## src/hw/rtl/lbpucs_pkg.sv

```systemverilog
package lbpucs_pkg;

    localparam int MAX_WIDTH_DEF         = 256;
    localparam int MAX_HEIGHT_DEF        = 256;
    localparam int MAX_REGION_RADIUS_DEF = 8;

    localparam int NUM_NB = 8;
    localparam int SMP_W  = 16;
    localparam int THR_W  = 16;
    localparam int RAD_W  = 4;
    localparam int POS_W  = 9;
    localparam int CODE_W = 4;
    localparam int CNT_W  = 9;

    localparam logic [CODE_W-1:0] NONUNIFORM_CODE = 4'd9;
    localparam logic [CODE_W-1:0] SHARP_CODE_MIN  = 4'd6;

    // configuration register indexes
    localparam logic REG_THRESHOLD = 1'b0;
    localparam logic REG_RADIUS    = 1'b1;

    // input word function
    localparam logic FUNC_LOAD  = 1'b0;
    localparam logic FUNC_QUERY = 1'b1;

    // walker status towards the top level
    typedef struct packed {
        logic             done;
        logic [CNT_W-1:0] hits;
        logic [CNT_W-1:0] area;
    } t_walk_res;

endpackage

```

## src/hw/rtl/lbpucs_code.sv

```systemverilog
module lbpucs_code
    import lbpucs_pkg::*;
(
    input  logic [SMP_W-1:0]             i_center,
    input  logic [NUM_NB-1:0][SMP_W-1:0] i_nb,
    input  logic [THR_W-1:0]             i_threshold,
    output logic [CODE_W-1:0]            o_code
);

    logic [NUM_NB-1:0] w_bits;
    logic [NUM_NB-1:0] w_edges;
    logic [CODE_W-1:0] w_ones;
    logic [CODE_W-1:0] w_trans;

    always_comb begin
        logic [SMP_W-1:0] d;
        w_ones  = '0;
        w_trans = '0;
        for (int k = 0; k < NUM_NB; k++) begin
            d = (i_nb[k] >= i_center) ? (i_nb[k] - i_center) : (i_center - i_nb[k]);
            w_bits[k] = (d >= i_threshold);
        end
        // neighbour k against k+1, wrapping round the circle
        w_edges = w_bits ^ {w_bits[0], w_bits[NUM_NB-1:1]};
        for (int k = 0; k < NUM_NB; k++) begin
            w_ones  = w_ones + CODE_W'(w_bits[k]);
            w_trans = w_trans + CODE_W'(w_edges[k]);
        end
        o_code = (w_trans <= CODE_W'(2)) ? w_ones : NONUNIFORM_CODE;
    end

endmodule

```

## config.mk

```make
export PLATFORM = sky130hd
export DESIGN_NAME = lbpucs_code
export DESIGN_NICKNAME = d
export VERILOG_FILES = /design/src/hw/rtl/lbpucs_pkg.sv /design/src/hw/rtl/lbpucs_code.sv
export SDC_FILE = /design/constraint.sdc
export NUM_CORES = 1
export LEC_CHECK = 0
export CORE_MARGIN = 5
export CORE_UTILIZATION = 45
export DETAILED_ROUTE_END_ITERATION = 10
export DONT_BUFFER_PORTS = 1
export GPL_TIMING_DRIVEN = 0
export MAX_ROUTING_LAYER = met4
export SLEW_MARGIN = 30
export SYNTH_ARGS = -nofsm -noshare
export SYNTH_HDL_FRONTEND = slang
export SYNTH_SLANG_ARGS = --single-unit
```

## constraint.sdc

```tcl
create_clock -name vclk -period 8.24
set_input_delay 0.412 -clock vclk [all_inputs]
set_output_delay 0.412 -clock vclk [all_outputs]
set_load 0.005 [all_outputs]
```

==> metrics.log <==
[metrics] number of cell rows: 66
[metrics] final-report hold violation count: 0
[metrics] initial standard-cell utilization of the core: 0.453
[metrics] DR vias: 14,700
[metrics] total wirelength of the detailed-routed design: 54,000 um
[metrics] clock buf count: 0
[metrics] GRT Residual Overflow: 0
[metrics] fraction of final layout cells with drive strength greater than 1: 0.0724
[metrics] worst setup path category: input pin to primary output
[metrics] worst slack on hold paths: 2.10 ns
[metrics] largest area contributor in the netlist: sky130_fd_sc_hd__ha_1
[metrics] category of the worst setup path launch point: input pin
[metrics] required time reported for the critical path endpoint: 7.83 ns
[metrics] Leak Pwr: 8.16 nW
[metrics] power density over cell area: 135 mW/mm2
[metrics] first-pass GRT wire length: 81,300 um
[metrics] Gate Count Post-Synth: 1,981
[metrics] routability cong.: 0.948
[metrics] count of sequential standard cells: 0
[metrics] total of fill cells in the finished design: 3,376
[metrics] Slowest cell on crit path: sky130_fd_sc_hd__nor3_1
[metrics] Data arrival, critical path: 7.46 ns
[metrics] main combinational cell family by area after synthesis: adder cells
[metrics] number of placed I/O pins: 164
[metrics] Tot Pwr: 2.12 mW
[metrics] number of buffers added to fix hold violations after cts: 0
[metrics] sequential fraction of the synthesis area: 0
[metrics] distinct cell type count after synthesis: 86
[metrics] count of endpoints failing setup in the final report: 0
[metrics] via count of the first global-routing pass: 14,100
[metrics] Die Width: 191 um
[metrics] element type at the critical path end: primary output
[metrics] Yosys warning total: 0
[metrics] cell area after synthesis: 0.0147 mm2
[metrics] share of the clock period used by the worst path: 0.955
[metrics] worst path bufs/invs: 5
[metrics] fraction of synthesized area in multiplexers: 0.0409
[metrics] Die Y: 191 um
[metrics] Worst slew margin: 0.347
[metrics] share of the core filled with cells: 0.484
[metrics] crit-path leading delay family: adder cells
[metrics] synthesized-area fraction occupied by ao, oa, aoi and oai cells: 0.305
[metrics] total area of sequential cells: 0 um2
[metrics] # Max-Cap Violations: 0
[metrics] synthesized area divided by synthesized cell count: 7.40 um2
[metrics] signed area change from the synthesized netlist to the final layout: 6.85%
[metrics] Synth top area share: 0.327
[metrics] Least-Margin Pin Slew: 0.972 ns
[metrics] shortest period the worst path allows: 7.87 ns
[metrics] placed wire-length estimate after detailed placement: 40,900 um
[metrics] Hold Crit Class: input pin to primary output
[metrics] area share of and/or/nand/nor cells after synthesis: 0.139
[metrics] antenna cell count: 0
[metrics] Syn Nets: 2,548
[metrics] via density per instance: 5.99
[metrics] maximum net fanout on the critical path: 10
[metrics] maximum achievable frequency: 127 MHz
[metrics] routed length per instance: 22.0 um
[metrics] leading cell types by total area after synthesis: sky130_fd_sc_hd__ha_1, sky130_fd_sc_hd__a21oi_1, sky130_fd_sc_hd__a21o_1
[metrics] total global-route track usage: 0.293
[metrics] die area: 0.0363 mm2
[metrics] detailed-route DRC error count: 0
[metrics] post-route ant nets: 0
[metrics] adder-cell area share of the yosys netlist: 0.360
[metrics] standard cell core area: 0.0324 mm2
[metrics] number of nets at the end of the flow: 2,586
[metrics] post-synthesis share of cell area spent on xor and xnor gates: 0.0717
[metrics] number of port buffers: 0
[metrics] stage delay of the slowest cell on the critical path: 0.75 ns
[metrics] maximum ir drop on the vdd rail: 0.236 mV
[metrics] antenna violations before repair: 1
[metrics] pins over their slew limit: 0
[metrics] number of DRC violations after detailed-routing iteration 0: 1,129
[metrics] outcome: finished, final reports clean
[metrics] maximum number of pins on one net before global-route repair: 18
[metrics] TritonRoute pass-1 iters: 6
-- timing repair --
| item | in CTS | in global routing |
|---|---|---|
| hold endpoints to repair | 0 | 0 |
| resized for setup | 11 | 15 |
| pin swaps | 0 | 5 |
| setup buffers | 5 | 31 |
| setup endpoints to repair | 4 | 4 |
| gates cloned | 0 | 0 |
-- cell type report --
class | instances | area (um2) | area share
inverter | 217 | 860 | 0.0549
tap | 442 | 553 | 0.0353
buffer | 90 | 410 | 0.0262
timing repair buffer | 36 | 358 | 0.0228
multi-input combinational | 1674 | 13500 | 0.861
-- power breakdown --
| part | internal [mW] | switching (mW) | total, mW | leakage, nW |
|---|---|---|---|---|
| Combinational | 0.914 | 1.20 | 2.12 | 8.16 |
| Clock | 0 | 0 | 0 | 0 |
| Sequential | 0 | 0 | 0 | 0 |
-- placed cells by master (no fill, tap or decap), drive strengths merged, types with 8 or more instances in the layout --
| cell type | Yosys | final |
|---|---|---|
| buf | 35 | 70 |
| a211o | 10 | 10 |
| nor2b | 31 | 31 |
| nor3 | 45 | 45 |
| a211oi | 22 | 22 |
| o21a | 20 | 20 |
| and2 | 9 | 9 |
| xor2 | 47 | 47 |
| xnor2 | 73 | 73 |
| o21bai | 21 | 21 |
| clkinvlp | 0 | 12 |
| a21oi | 228 | 228 |
| fa | 24 | 24 |
| nand3 | 34 | 34 |
| ha | 383 | 383 |
| a31oi | 27 | 27 |
| mux2i | 43 | 43 |
| nand2b | 22 | 22 |
| a21o | 145 | 145 |
| and3 | 16 | 16 |
| o21ai | 99 | 99 |
| inv | 217 | 205 |
| mux2 | 15 | 15 |
| o211ai | 20 | 20 |
| nand4 | 37 | 37 |
| or2 | 9 | 9 |
| nand2 | 84 | 84 |
| o41ai | 8 | 8 |
| nor2 | 94 | 94 |
| clkbuf | 55 | 56 |
-- cell families after synthesis --
logic type / count (synthesis)
compound gates: 680
xor+xnor: 120
fa+ha+maj: 407
buf+inv: 307
mux: 58
simple gates: 409
-- Yosys cell counts, drive strengths merged, types with 6 or more instances --
cell and instances:
inv 217, a211o 10, nor2 94, xnor2 73
o21a 20, a31oi 27, nand2b 22, nor4 6
clkbuf 55, xor2 47, a31o 6, o21bai 21
a21o 145, and2 9, o41ai 8, nor2b 31
nand4 37, o211ai 20, nand2 84, or2 9
and3 16, a211oi 22, a311oi 7, fa 24
a21oi 228, mux2i 43, nor3 45, or3 6
nand3b 7, mux2 15, nand3 34, o31ai 7
buf 35, o21ai 99, ha 383
-- final timing paths --
kind	startpoint	end	slack [ns]	cells past startpoint
worst max-delay path	i_center[13]	o_code[2]	0.37	27
worst min-delay path	i_nb[47]	o_code[0]	2.10	11
-- metal layers --
metal	vias up	track usage	routed length [um]
li1	7196	-	-
met4	0	0.0867	1610
met3	73	0.0399	3910
met1	6929	0.388	24100
met2	535	0.467	24300
met5	-	-	0
-- stage by stage --
stage | cells | setup WS (ns) | cell area, um2 | TNS, ns
floorplan | 1981 | 0.993 | 14700 | 0
global placement | 2423 | -0.440 | 15200 | -1.68
global route | 2459 | -0.0546 | 15700 | -0.119
finish | 2459 | 0.370 | 15700 | 0
CTS | 2428 | 0.00679 | 15300 | 0
detailed placement | 2423 | -0.510 | 15200 | -1.96
No activity file was read; power rests on OpenSTA's default activity.
