### src/hw/rtl/lbpucs_pkg.sv
package lbpucs_pkg;

    localparam int MAX_WIDTH_DEF         = 256;
    localparam int MAX_HEIGHT_DEF        = 256;
    localparam int MAX_REGION_RADIUS_DEF = 8;

    localparam int NUM_NB = 8;
    localparam int SMP_W  = 16;
    localparam int THR_W  = 16;
    localparam int RAD_W  = 4;
    localparam int POS_W  = 9;
    localparam int CODE_W = 4;
    localparam int CNT_W  = 9;

    localparam logic [CODE_W-1:0] NONUNIFORM_CODE = 4'd9;
    localparam logic [CODE_W-1:0] SHARP_CODE_MIN  = 4'd6;

    // configuration register indexes
    localparam logic REG_THRESHOLD = 1'b0;
    localparam logic REG_RADIUS    = 1'b1;

    // input word function
    localparam logic FUNC_LOAD  = 1'b0;
    localparam logic FUNC_QUERY = 1'b1;

    // walker status towards the top level
    typedef struct packed {
        logic             done;
        logic [CNT_W-1:0] hits;
        logic [CNT_W-1:0] area;
    } t_walk_res;

endpackage

### src/hw/rtl/lbpucs_ram.sv
module lbpucs_ram
    import lbpucs_pkg::*;
#(
    parameter int WIDTH = CODE_W,
    parameter int DEPTH = 1024
) (
    input  logic                     i_clk,
    input  logic                     i_we,
    input  logic [$clog2(DEPTH)-1:0] i_waddr,
    input  logic [WIDTH-1:0]         i_wdata,
    input  logic                     i_re,
    input  logic [$clog2(DEPTH)-1:0] i_raddr,
    output logic [WIDTH-1:0]         o_rdata
);

    logic [WIDTH-1:0] r_mem [DEPTH];
    logic [WIDTH-1:0] r_rdata;

    always_ff @(posedge i_clk) begin
        if (i_we) begin
            r_mem[i_waddr] <= i_wdata;
        end
        if (i_re) begin
            r_rdata <= r_mem[i_raddr];
        end
    end

    assign o_rdata = r_rdata;

endmodule

### config.mk
export PLATFORM = sky130hd
export DESIGN_NAME = lbpucs_ram
export DESIGN_NICKNAME = d
export VERILOG_FILES = /design/src/hw/rtl/lbpucs_pkg.sv /design/src/hw/rtl/lbpucs_ram.sv
export SDC_FILE = /design/constraint.sdc
export NUM_CORES = 2
export LEC_CHECK = 0
export BUFFER_PORTS_ARGS = -buffer_cell sky130_fd_sc_hd__buf_2
export CAP_MARGIN = 40
export CORE_MARGIN = 5
export CORE_UTILIZATION = 40
export DETAILED_ROUTE_END_ITERATION = 8
export GPL_ROUTABILITY_DRIVEN = 1
export PLACE_DENSITY_LB_ADDON = 0.25
export REMOVE_ABC_BUFFERS = 1
export SLEW_MARGIN = 15
export SYNTH_ARGS = -nofsm -noshare
export SYNTH_HDL_FRONTEND = slang
export SYNTH_SLANG_ARGS = --single-unit
### constraint.sdc
create_clock -name i_clk -period 2.9 [get_ports i_clk]
set_clock_uncertainty 0.2 [all_clocks]
set_input_delay 0.145 -clock i_clk [delete_from_list [all_inputs] [get_ports i_clk]]
set_output_delay 0.145 -clock i_clk [all_outputs]
set_load 0.03 [all_outputs]
==> qor.csv <==
stage,metric,value,unit
status,outcome,"finished, violations left",
status,violations,negative setup slack,
final_layout,multiInputGateArea,36680,um^2
synth,synth_enable_flop_cells,4100,
grt,grt_antenna_before_repair,46,
final_layout,storage_element_area,123100,um^2
grt,global_route_wire_length_before_repair,678500,um
synth,yosys.cell_types.count,75,
setup_path,cp_cell_sequence,mux4_2 -> mux4_2 -> a22oi_2 -> nor4bb_2 -> buf_4 -> nor4_4 -> o41ai_4 -> nand3_1,
synth,ys.warnings.count,0,
setup_path,path_max_fanout,2,
power,irDropWorstVdd,555.4,uV
synth,synth_commonest_cells,"edfxtp_1, nor2_1, mux4_2",
floorplanning,die_h,646.7,um
drt,post-route-drc-count,0,
timing,final_critical_path_setup_slack,-0.2264,ns
setup_path,startpoint_type,flip-flop,
drt,total_number_of_vias,87550,
clock_tree,cts_buffers,420,
power,switching_share,21.65,%
setup_path,worst_ep_required_time,3.42,ns
final_layout,n_fill_cell,33100,
synth,postSynthAreaPerCell,19.56,um^2
synth,ys_ff_latch,4100,
synth,synth_top_flop_cell,edfxtp_1,
drt,post_drt_via_cell_ratio,5.867,
timing,final_min_period_over_clock_period,107.8,%
power,p_clk_share,42.6,%
drt,highest-signal-layer,met5,
flow_run,drv.max_cap_violation_count,0,
setup_path,rr_startpoint,r_mem[542][1],
clock_tree,htreeDepth,5,
drt,drt-initial-drc-count,10750,
drt,wl_met3,43130,um
drt,met1_length,188800,um
grt,global_route_usage_over_all_layers,22.63,%
power,pwr-share-seq,51.6,%
place,place_hpwl,313800,um
timing,finalSetupViolations,4,
power,sw_pwr,27.38,mW
timing,tightest_slew,1.062,ns
timing,grt_setup_unrepaired,true,
timing,timing.setup.tns,-0.5529,ns
power,internal_dissipation,99.09,mW
drt,met2RoutedLength,230900,um
clock_tree,clk-insertion-delay-late,0.98,ns
setup_path,setup.worst_path.end_class,flip-flop,
worst_hold_path,hp-class,in -> reg,
synth,synth_top_cells_by_area,"edfxtp_1, mux4_2, mux2i_1, nor2_1, o221ai_1",
floorplanning,fp.dieW,646.7,um
clock_tree,cts_root_buf,clkbuf_16,
setup_path,setup.reg_to_reg.worst_slack,-0.23,ns
setup_path,crit-reg2reg-capture,o_rdata[1],
clock_tree,ctsLongestPathBuffers,4,
synth,synth_top_cell_area_share,75.93,%
drt,firstDrtPassIters,6,
synth,async_reset_ff_share,0,%
setup_path,worst_path_max_delay_cell,mux4_2,
clock_tree,cts.sinks,4100,
clock_tree,clk_transition_reported_paths,0.07,ns
synth,synth_top_area_cell,edfxtp_1,
setup_path,timing.reg2reg.worst_path_depth,8,
clock_tree,cts_tree,built,
power,logic_pwr_share,5.8,%
setup_path,worstPathArrival,3.65,ns
timing,max_transition_margin,29.21,%
setup_path,max_stage_delay,0.60,ns
final_layout,number_of_nets_at_the_end_of_the_flow,9191,
timing,period_needed,3.126,ns
drt,wl_per_cell,32.26,um
power,p_leak,60.27,nW
setup_path,worst_setup_path_endpoint,o_rdata[1],
grt,maximum_number_of_pins_on_one_net_before_global_route_repair,178,
synth,total_standard_cell_area_after_synthesis,162100,um^2
power,powerDensity,664.0,nW/um^2
timing,timing_max_transition_violations_final,0,
timing,hold_ws,0.08741,ns
floorplanning,fp-row-count,233,
setup_path,setup.worst_path.start,r_mem[542][1],
floorplanning,floorplan.initialDensity,40.21,%
place,portBuffers,30,
drt,route.antenna.remaining_nets,0,
final_layout,area.growth.synth_to_final,17.48,%
floorplanning,ios,31,
synth,sequential_element_share_of_the_synthesized_area,75.93,%
floorplanning,die-area,418200,um^2
drt,post_detailed_routing_wire_length,481400,um
setup_path,worst-setup-path-type,reg -> reg,
synth,yosysMostFrequentCell,edfxtp_1,
timing,hold_violations,0,
floorplanning,core-area,403200,um^2
grt,via_count_of_the_first_global_routing_pass,88480,
place,gpl.final_weighted_congestion,0.8633,
timing,max_freq,0.3199,GHz
setup_path,critical-path-top-cell-by-count,mux4_2,
final_layout,post_route_cells_drive_above_1_share,27.78,%
grt,global_route.overflow_total,0,
power,design_power_total,126.5,mW
synth,synthesis.instances,8290,
## worst max-delay path: cells and delay by family (launching register included)
family	cells	cell delay [ns]
AOI/OAI and AO/OA	2	0.58
buffers and inverters	1	0.23
DFF	1	0.39
muxes	2	1.09
and+or+nand+nor	3	0.40
## cells in the final DEF (no fill, tap or decap), types with 88 or more instances in the layout
| master | count |
|---|---|
| nor2_1 | 1100 |
| edfxtp_1 | 4100 |
| nand2_1 | 158 |
| clkinv_1 | 88 |
| buf_12 | 178 |
| buf_4 | 800 |
| mux4_2 | 875 |
| a21oi_1 | 124 |
| mux2i_1 | 458 |
| nor3_1 | 93 |
| o221ai_1 | 166 |
| clkbuf_16 | 428 |
## final cells by class
cell class | count | share of cell area, %
Antenna cell | 11 | 0.01445
Clock buffer | 500 | 5.764
Clock inverter | 265 | 1.421
Inverter | 6 | 0.01905
Multi-Input combinational cell | 3593 | 19.25
Sequential cell | 4100 | 64.63
Tap cell | 5405 | 3.550
Timing Repair Buffer | 1043 | 5.343
## worst min-delay path by stage
stage / from / end / slack, ns / depth (start not counted)
finish: i_wdata[2] / r_mem[864][2] / 0.09 / 2
global route: i_wdata[2] / r_mem[983][2] / 0.06 / 2
CTS: i_wdata[2] / r_mem[982][2] / 0.02 / 2
detailed placement: i_re / o_rdata[3] / 0.36 / 1
global placement: i_re / o_rdata[3] / 0.36 / 1
floorplan: i_wdata[0] / r_mem[0][0] / 0.04 / 0
## registers in the layout (all words and copies together) (netlist names)
register	flops
o_rdata	4
r_mem	4096
## power groups by stage
stage | Sequential (mW) | Combinational (mW) | Clock, mW
detailed placement | 66.5 | 7.22 | 0
global placement | 66.5 | 7.13 | 0
floorplan | 66.5 | 2.34 | 0
global route | 65.2 | 7.65 | 57.2
CTS | 65.3 | 7.33 | 54.6
finish | 65.3 | 7.34 | 53.9
## stage by stage
step / utilization (%) / instance area, um^2 / setup WS [ns] / cells
3_5_place_dp: 43.66 / 176000 / -1.549 / 14120
6_report: 47.25 / 190500 / -0.2264 / 14920
3_3_place_gp: 43.66 / 176000 / -1.659 / 14120
5_1_grt: 47.24 / 190500 / -0.2618 / 14920
2_1_floorplan: - / 159000 / -2.482 / 7699
4_1_cts: 47.20 / 190300 / -0.1864 / 14910
## cell families (layout without fill, tap and decap cells)
logic type             Yosys count  in the layout  synth area share (%)
and+or+nand+nor               1560           1560                 3.985
AOI/OAI and AO/OA              674            674                 2.959
other                            0             11                     0
buffers and inverters          597           1814                 1.962
DFF                           4100           4100                 75.93
muxes                         1359           1359                 15.16
## per-layer routing
metal / global-route usage [%] / vias to the layer above
met5: 0 / -
met4: 7.228 / 14
met3: 4.504 / 787
met2: 36.69 / 4452
met1: 30.94 / 46550
li1: - / 35750
## timing repair
action / 4_1_cts / 5_1_grt
pin swaps: 18 / 18
endpoints found under the hold margin: 4584 / 0
setup endpoints to repair: 4 / 4
resized for setup: 58 / 27
setup buffers: 1 / 0
hold buffers: 29 / 0
(Power assumes the default switching activity.)
