===== src/hw/rtl/lbpucs_pkg.sv =====
package lbpucs_pkg;

    localparam int MAX_WIDTH_DEF         = 256;
    localparam int MAX_HEIGHT_DEF        = 256;
    localparam int MAX_REGION_RADIUS_DEF = 8;

    localparam int NUM_NB = 8;
    localparam int SMP_W  = 16;
    localparam int THR_W  = 16;
    localparam int RAD_W  = 4;
    localparam int POS_W  = 9;
    localparam int CODE_W = 4;
    localparam int CNT_W  = 9;

    localparam logic [CODE_W-1:0] NONUNIFORM_CODE = 4'd9;
    localparam logic [CODE_W-1:0] SHARP_CODE_MIN  = 4'd6;

    // configuration register indexes
    localparam logic REG_THRESHOLD = 1'b0;
    localparam logic REG_RADIUS    = 1'b1;

    // input word function
    localparam logic FUNC_LOAD  = 1'b0;
    localparam logic FUNC_QUERY = 1'b1;

    // walker status towards the top level
    typedef struct packed {
        logic             done;
        logic [CNT_W-1:0] hits;
        logic [CNT_W-1:0] area;
    } t_walk_res;

endpackage


===== src/hw/rtl/lbpucs_walk.sv =====
module lbpucs_walk
    import lbpucs_pkg::*;
#(
    parameter int MAX_WIDTH         = MAX_WIDTH_DEF,
    parameter int MAX_REGION_RADIUS = MAX_REGION_RADIUS_DEF,
    parameter int RW                = $clog2(MAX_REGION_RADIUS + 1),
    parameter int AW                = 17
) (
    input  logic             i_clk,
    input  logic             i_rst_n,
    input  logic             i_start,
    input  logic [POS_W-1:0] i_row,
    input  logic [POS_W-1:0] i_col,
    input  logic [RW-1:0]    i_radius,
    output logic             o_re,
    output logic [AW-1:0]    o_raddr,
    input  logic [CODE_W-1:0] i_rdata,
    output t_walk_res        o_res
);

    localparam int STORE_COLS = MAX_WIDTH + 2 * MAX_REGION_RADIUS;
    localparam int PW         = $clog2((1 << POS_W) + MAX_REGION_RADIUS);
    localparam int SQW        = 2 * RW + 1;

    localparam logic [1:0] W_IDLE  = 2'd0;
    localparam logic [1:0] W_RUN   = 2'd1;
    localparam logic [1:0] W_DRAIN = 2'd2;

    logic [1:0]       r_state;
    logic [PW-1:0]    r_x;
    logic [PW-1:0]    r_y;
    logic [RW-1:0]    r_r;
    logic [RW-1:0]    r_i;
    logic [RW-1:0]    r_j;
    logic [1:0]       r_q;
    logic             r_pend;
    logic             r_done;
    logic [CNT_W-1:0] r_hits;
    logic [CNT_W-1:0] r_area;

    logic [PW-1:0]  w_rsel;
    logic [PW-1:0]  w_csel;
    logic [RW-1:0]  w_j1;
    logic [SQW-1:0] w_dist;
    logic [SQW-1:0] w_lim;
    logic           w_j_ok;
    logic           w_i_last;

    // quadrant: bit 1 mirrors the row offset, bit 0 the column offset
    assign w_rsel = r_q[1] ? (r_x - PW'(r_i)) : (r_x + PW'(r_i));
    assign w_csel = r_q[0] ? (r_y - PW'(r_j)) : (r_y + PW'(r_j));

    assign w_j1     = r_j + RW'(1);
    assign w_dist   = SQW'(r_i) * SQW'(r_i) + SQW'(w_j1) * SQW'(w_j1);
    assign w_lim    = SQW'(r_r) * SQW'(r_r);
    assign w_j_ok   = (w_dist < w_lim);
    assign w_i_last = (SQW'(r_i) + SQW'(1) >= SQW'(r_r));

    assign o_re    = (r_state == W_RUN);
    assign o_raddr = AW'(32'(w_rsel) * 32'(STORE_COLS) + 32'(w_csel));

    always_ff @(posedge i_clk) begin
        if (!i_rst_n) begin
            r_state <= W_IDLE;
            r_pend  <= 1'b0;
            r_done  <= 1'b0;
        end else begin
            r_pend <= o_re;
            r_done <= 1'b0;
            case (r_state)
                W_IDLE: begin
                    if (i_start) begin
                        r_state <= (i_radius == '0) ? W_DRAIN : W_RUN;
                    end
                end
                W_RUN: begin
                    if (r_q == 2'd3 && !w_j_ok && w_i_last) begin
                        r_state <= W_DRAIN;
                    end
                end
                W_DRAIN: begin
                    r_done  <= 1'b1;
                    r_state <= W_IDLE;
                end
                default: begin
                    r_state <= W_IDLE;
                end
            endcase
        end
    end

    always_ff @(posedge i_clk) begin
        if (r_state == W_IDLE && i_start) begin
            r_x    <= PW'(i_row) + PW'(i_radius);
            r_y    <= PW'(i_col) + PW'(i_radius);
            r_r    <= i_radius;
            r_i    <= '0;
            r_j    <= '0;
            r_q    <= '0;
            r_hits <= '0;
            r_area <= '0;
        end else begin
            if (r_pend && i_rdata >= SHARP_CODE_MIN) begin
                r_hits <= r_hits + CNT_W'(1);
            end
            if (r_state == W_RUN) begin
                r_q <= r_q + 2'd1;
                if (r_q == 2'd0) begin
                    r_area <= r_area + CNT_W'(4);
                end
                if (r_q == 2'd3) begin
                    if (w_j_ok) begin
                        r_j <= w_j1;
                    end else begin
                        r_i <= r_i + RW'(1);
                        r_j <= '0;
                    end
                end
            end
        end
    end

    assign o_res.done = r_done;
    assign o_res.hits = r_hits;
    assign o_res.area = r_area;

endmodule


===== config.mk =====
export PLATFORM = sky130hd
export DESIGN_NAME = lbpucs_walk
export DESIGN_NICKNAME = d
export VERILOG_FILES = /design/src/hw/rtl/lbpucs_pkg.sv /design/src/hw/rtl/lbpucs_walk.sv
export SDC_FILE = /design/constraint.sdc
export NUM_CORES = 1
export LEC_CHECK = 0
export BUFFER_PORTS_ARGS = -buffer_cell sky130_fd_sc_hd__buf_4
export CAP_MARGIN = 5
export CORE_ASPECT_RATIO = 0.9
export CORE_UTILIZATION = 54
export DETAILED_ROUTE_END_ITERATION = 16
export GPL_TIMING_DRIVEN = 0
export MAX_ROUTING_LAYER = met4
export PLACE_DENSITY_LB_ADDON = 0.08
export SETUP_SLACK_MARGIN = 0.2
export SYNTH_ARGS = -nofsm -noshare
export SYNTH_HDL_FRONTEND = slang
export SYNTH_SLANG_ARGS = --single-unit

===== constraint.sdc =====
create_clock -name i_clk -period 5.3 [get_ports i_clk]
set_clock_uncertainty 0.1 [all_clocks]
set_input_delay 1.06 -clock i_clk [delete_from_list [all_inputs] [get_ports i_clk]]
set_output_delay 1.06 -clock i_clk [all_outputs]
set_load 0.01 [all_outputs]

==> impl_results.md <==
* Worst-Margin Slew at 0.705 ns
* Status: finished with violations
* Core footprint at 9290 um2
* Largest stage delay on the critical path at 0.45 ns
* Vias at 4559
* Nets at 847
* Crit. End Element: output pin
* Clock latency at the later pin of the worst-skew pair at 0.33 ns
* FF+latch count, synth at 54
* CP Class: reg -> out
* Dpl hpwl at 8970 um
* Sequential share of the synthesized area at 25.0%
* Post-route design area at 6970 um2
* Die Wd at 106 um
* Initial antenna violation count at 0
* Syn avg cell area at 8.92 um2
* CTS tree: yes
* Slowest cell on crit path: fa_2
* Max Fclk at 170 MHz
* Detailed Route WL at 12800 um
* Placer Congestion at 0.856
* Largest family of logic cells by synthesized area: adder cells
* Predominant post-synthesis flop cell: dfxtp_1
* Most frequent cell after synthesis: ha_1
* DIE AREA at 10200 um2
* Hold Path Class: reg -> reg
* Top cells by count, synth: ha_1 (84), inv_1 (68), nor2_1 (49)
* Cts hold-fix bufs at 0
* Antenna Violating Nets Remaining at 0
* Flop2flop setup slack at -0.08 ns
* Drt drc at 0
* Layout cells sized above 1 at 31.9%
* Post-synth top area cell: ha_1
* Synth-to-Final Area Change at 32.0%
* Hold Violations, Final at 0
* Period utilization at 111%
* Unrepaired setup endpoints after global routing: true
* Total of max-cap violations at 0
* Post-synthesis xor/xnor area fraction at 12.0%
* Vias in the first global route at 4588
* Placed cell area at 6000 um2
* Slew HR at 53.0%
* CTS max path bufs at 2
* IO Port Bufs at 62
* Total track usage at 25.8%
* Syn. warnings at 0
* CP top delay family: adder cells
* Cells after synthesis at 592
* Drt pass-1 iters at 4
* Post-Synth Adder-Cell Area at 26.7%
* Cell Rows at 33
* Post-synthesis compound-gate area fraction at 12.0%
* Dpl ws at -0.562 ns
* Die Height at 95.8 um
* CP most frequent cell: ha_1
* Power Density at 321 nW/um2
* Crit-path max FO at 4
* Setup ws final at -0.598 ns
* First-pass GRT wire length at 20400 um
* Clock-pin slew on the worst setup and hold paths at 0.12 ns
* Starting Density at 56.8%
* Avg WL per Cell at 15.3 um
* Boundary pin count at 66
* Netlist cell types at 63
* Setup crit start kind: flop
* Violated checks: setup timing
* Drt via density at 5.43
* # diodes at 0
* Dominant cells by area after synthesis: ha_1 (20%), edfxtp_1 (14%), dfxtp_1 (11%)
* Maximum vdd drop at 0.294 mV
* Worst EP required at 4.14 ns
* Bufs and invs on worst path at 2
* CP Cell Sequence: buf_4 -> nor3_4 -> ha_1 -> mux2i_1 -> ha_1 -> o21ai_2 -> nor2_1 -> or2_4 -> a21oi_4 -> xnor2_2 -> ha_1 -> ha_4 -> fa_2 -> xor2_4 -> o211ai_1 -> nor4_4 -> a31oi_1 -> a211oi_2 -> o32ai_2 -> xor2_1 -> buf_4
* Leakage at 3.25 nW
* DRT iter0 DRCs at 186
* Final setup fails at 10
* Multiplexer area fraction after synthesis at 1.16%
* Htree depth at 2
* Sink Count at 54
* Post-synthesis simple-gate area fraction at 17.3%
* Post-synth EDFFs at 24
* Period minus WS final at 5.90 ns
* Root buffer selected by CTS: clkbuf_8
* Arr. time, crit path at 4.74 ns
* Fill cells at 636
* Fraction of registers with async set or reset after synthesis at 0%
* Post-synth top area share at 19.9%
* Post-synthesis cell area at 5280 um2
* Max Slew Vio Count at 0
* Min Hold Slack at 0.367 ns
* GRT overflow at 0
* Largest net degree at the start of global routing at 34
* Number of CTS-inserted buffers at 5
==> final timing paths <==
kind,startpoint,cells after the start,end
max,r_i[0],21,o_raddr[16]
min,r_state[1],2,r_done
max reg2reg,r_i[1],24,r_i[3]
min reg2reg,r_state[1],2,r_done
==> layer usage <==
layer  global-route usage (%)  up-vias  share of wire (%)
li1                         -     2271                  -
met1                     31.7     2129                 44
met2                     45.2      121                 50
met3                     3.52       38                4.0
met4                     6.60        0                2.6
met5                        -        -                  0
==> metrics by stage <==
step                      setup TNS [ns]  cells  utilization [%]  power [mW]
after detailed placement           -5.00    777             64.6        1.60
after floorplan                        0    593                -        1.24
final                              -3.17    839             75.0        2.24
after CTS                          -1.35    825             72.1        2.04
after global routing               -6.37    839             75.0        2.39
after global placement             -3.37    777             64.5        1.56
==> cells by family (layout without fill, tap and decap cells) <==
group                    count (synthesis)  count (layout)
XOR/XNOR                                69              69
other                                    1               2
buffers and inverters                   78             202
adder cells (fa/ha/maj)                102             102
multiplexers                             6               6
flip-flops                              54              54
AO/OA/AOI/OAI                           98              98
AND/OR/NAND/NOR                        184             184
==> flip-flops by register name, summed over array words and instances, names as in the netlist <==
register	count
r_state	2
r_hits	9
r_q	2
r_done	1
r_r	4
r_j	4
r_pend	1
r_i	4
r_x	10
r_area	7
r_y	10
==> timing repair <==
item | in CTS | in global routing
setup buffers | 40 | 14
pin swaps | 51 | 23
endpoints found under the setup margin | 19 | 19
gates resized for setup | 72 | 40
==> tightest hold or removal path, cell delays in order (launching register included) <==
cell and delay, ns:
dfxtp_1 0.35, nand2_1 0.06, nor2_1 0.03
==> area by class of cell <==
type / instances / area [um2] / area share (%)
Clock buffer: 5 / 68.8 / 0.987
Inverter: 69 / 269 / 3.86
Clock inverter: 3 / 28.8 / 0.413
Tap cell: 122 / 153 / 2.19
Timing Repair Buffer: 116 / 931 / 13.4
Buffer: 9 / 60.1 / 0.862
Sequential cell: 54 / 1340 / 19.2
Multi-Input combinational cell: 461 / 4120 / 59.1
==> where the power goes <==
| group | switching (mW) | internal [mW] | total, mW | leakage (nW) |
|---|---|---|---|---|
| Sequential | 0.0272 | 0.473 | 0.501 | 0.479 |
| Combinational | 0.739 | 0.748 | 1.49 | 2.72 |
| Clock | 0.153 | 0.0983 | 0.252 | 0.0502 |
| Total | 0.920 | 1.32 | 2.24 | 3.25 |
==> cell usage in the layout, fill, tap and decap left out, types with 11 or more instances in the layout <==
| cell type | count |
|---|---|
| o21ai_1 | 14 |
| inv_1 | 61 |
| xor2_1 | 30 |
| dfxtp_1 | 22 |
| xnor2_1 | 30 |
| buf_6 | 16 |
| nand3_1 | 12 |
| nor2_1 | 45 |
| fa_1 | 14 |
| ha_1 | 71 |
| nor2b_1 | 11 |
| buf_4 | 103 |
| a21oi_1 | 24 |
| nand2_1 | 39 |
| edfxtp_1 | 24 |
Power figures use the tool's default switching activity.
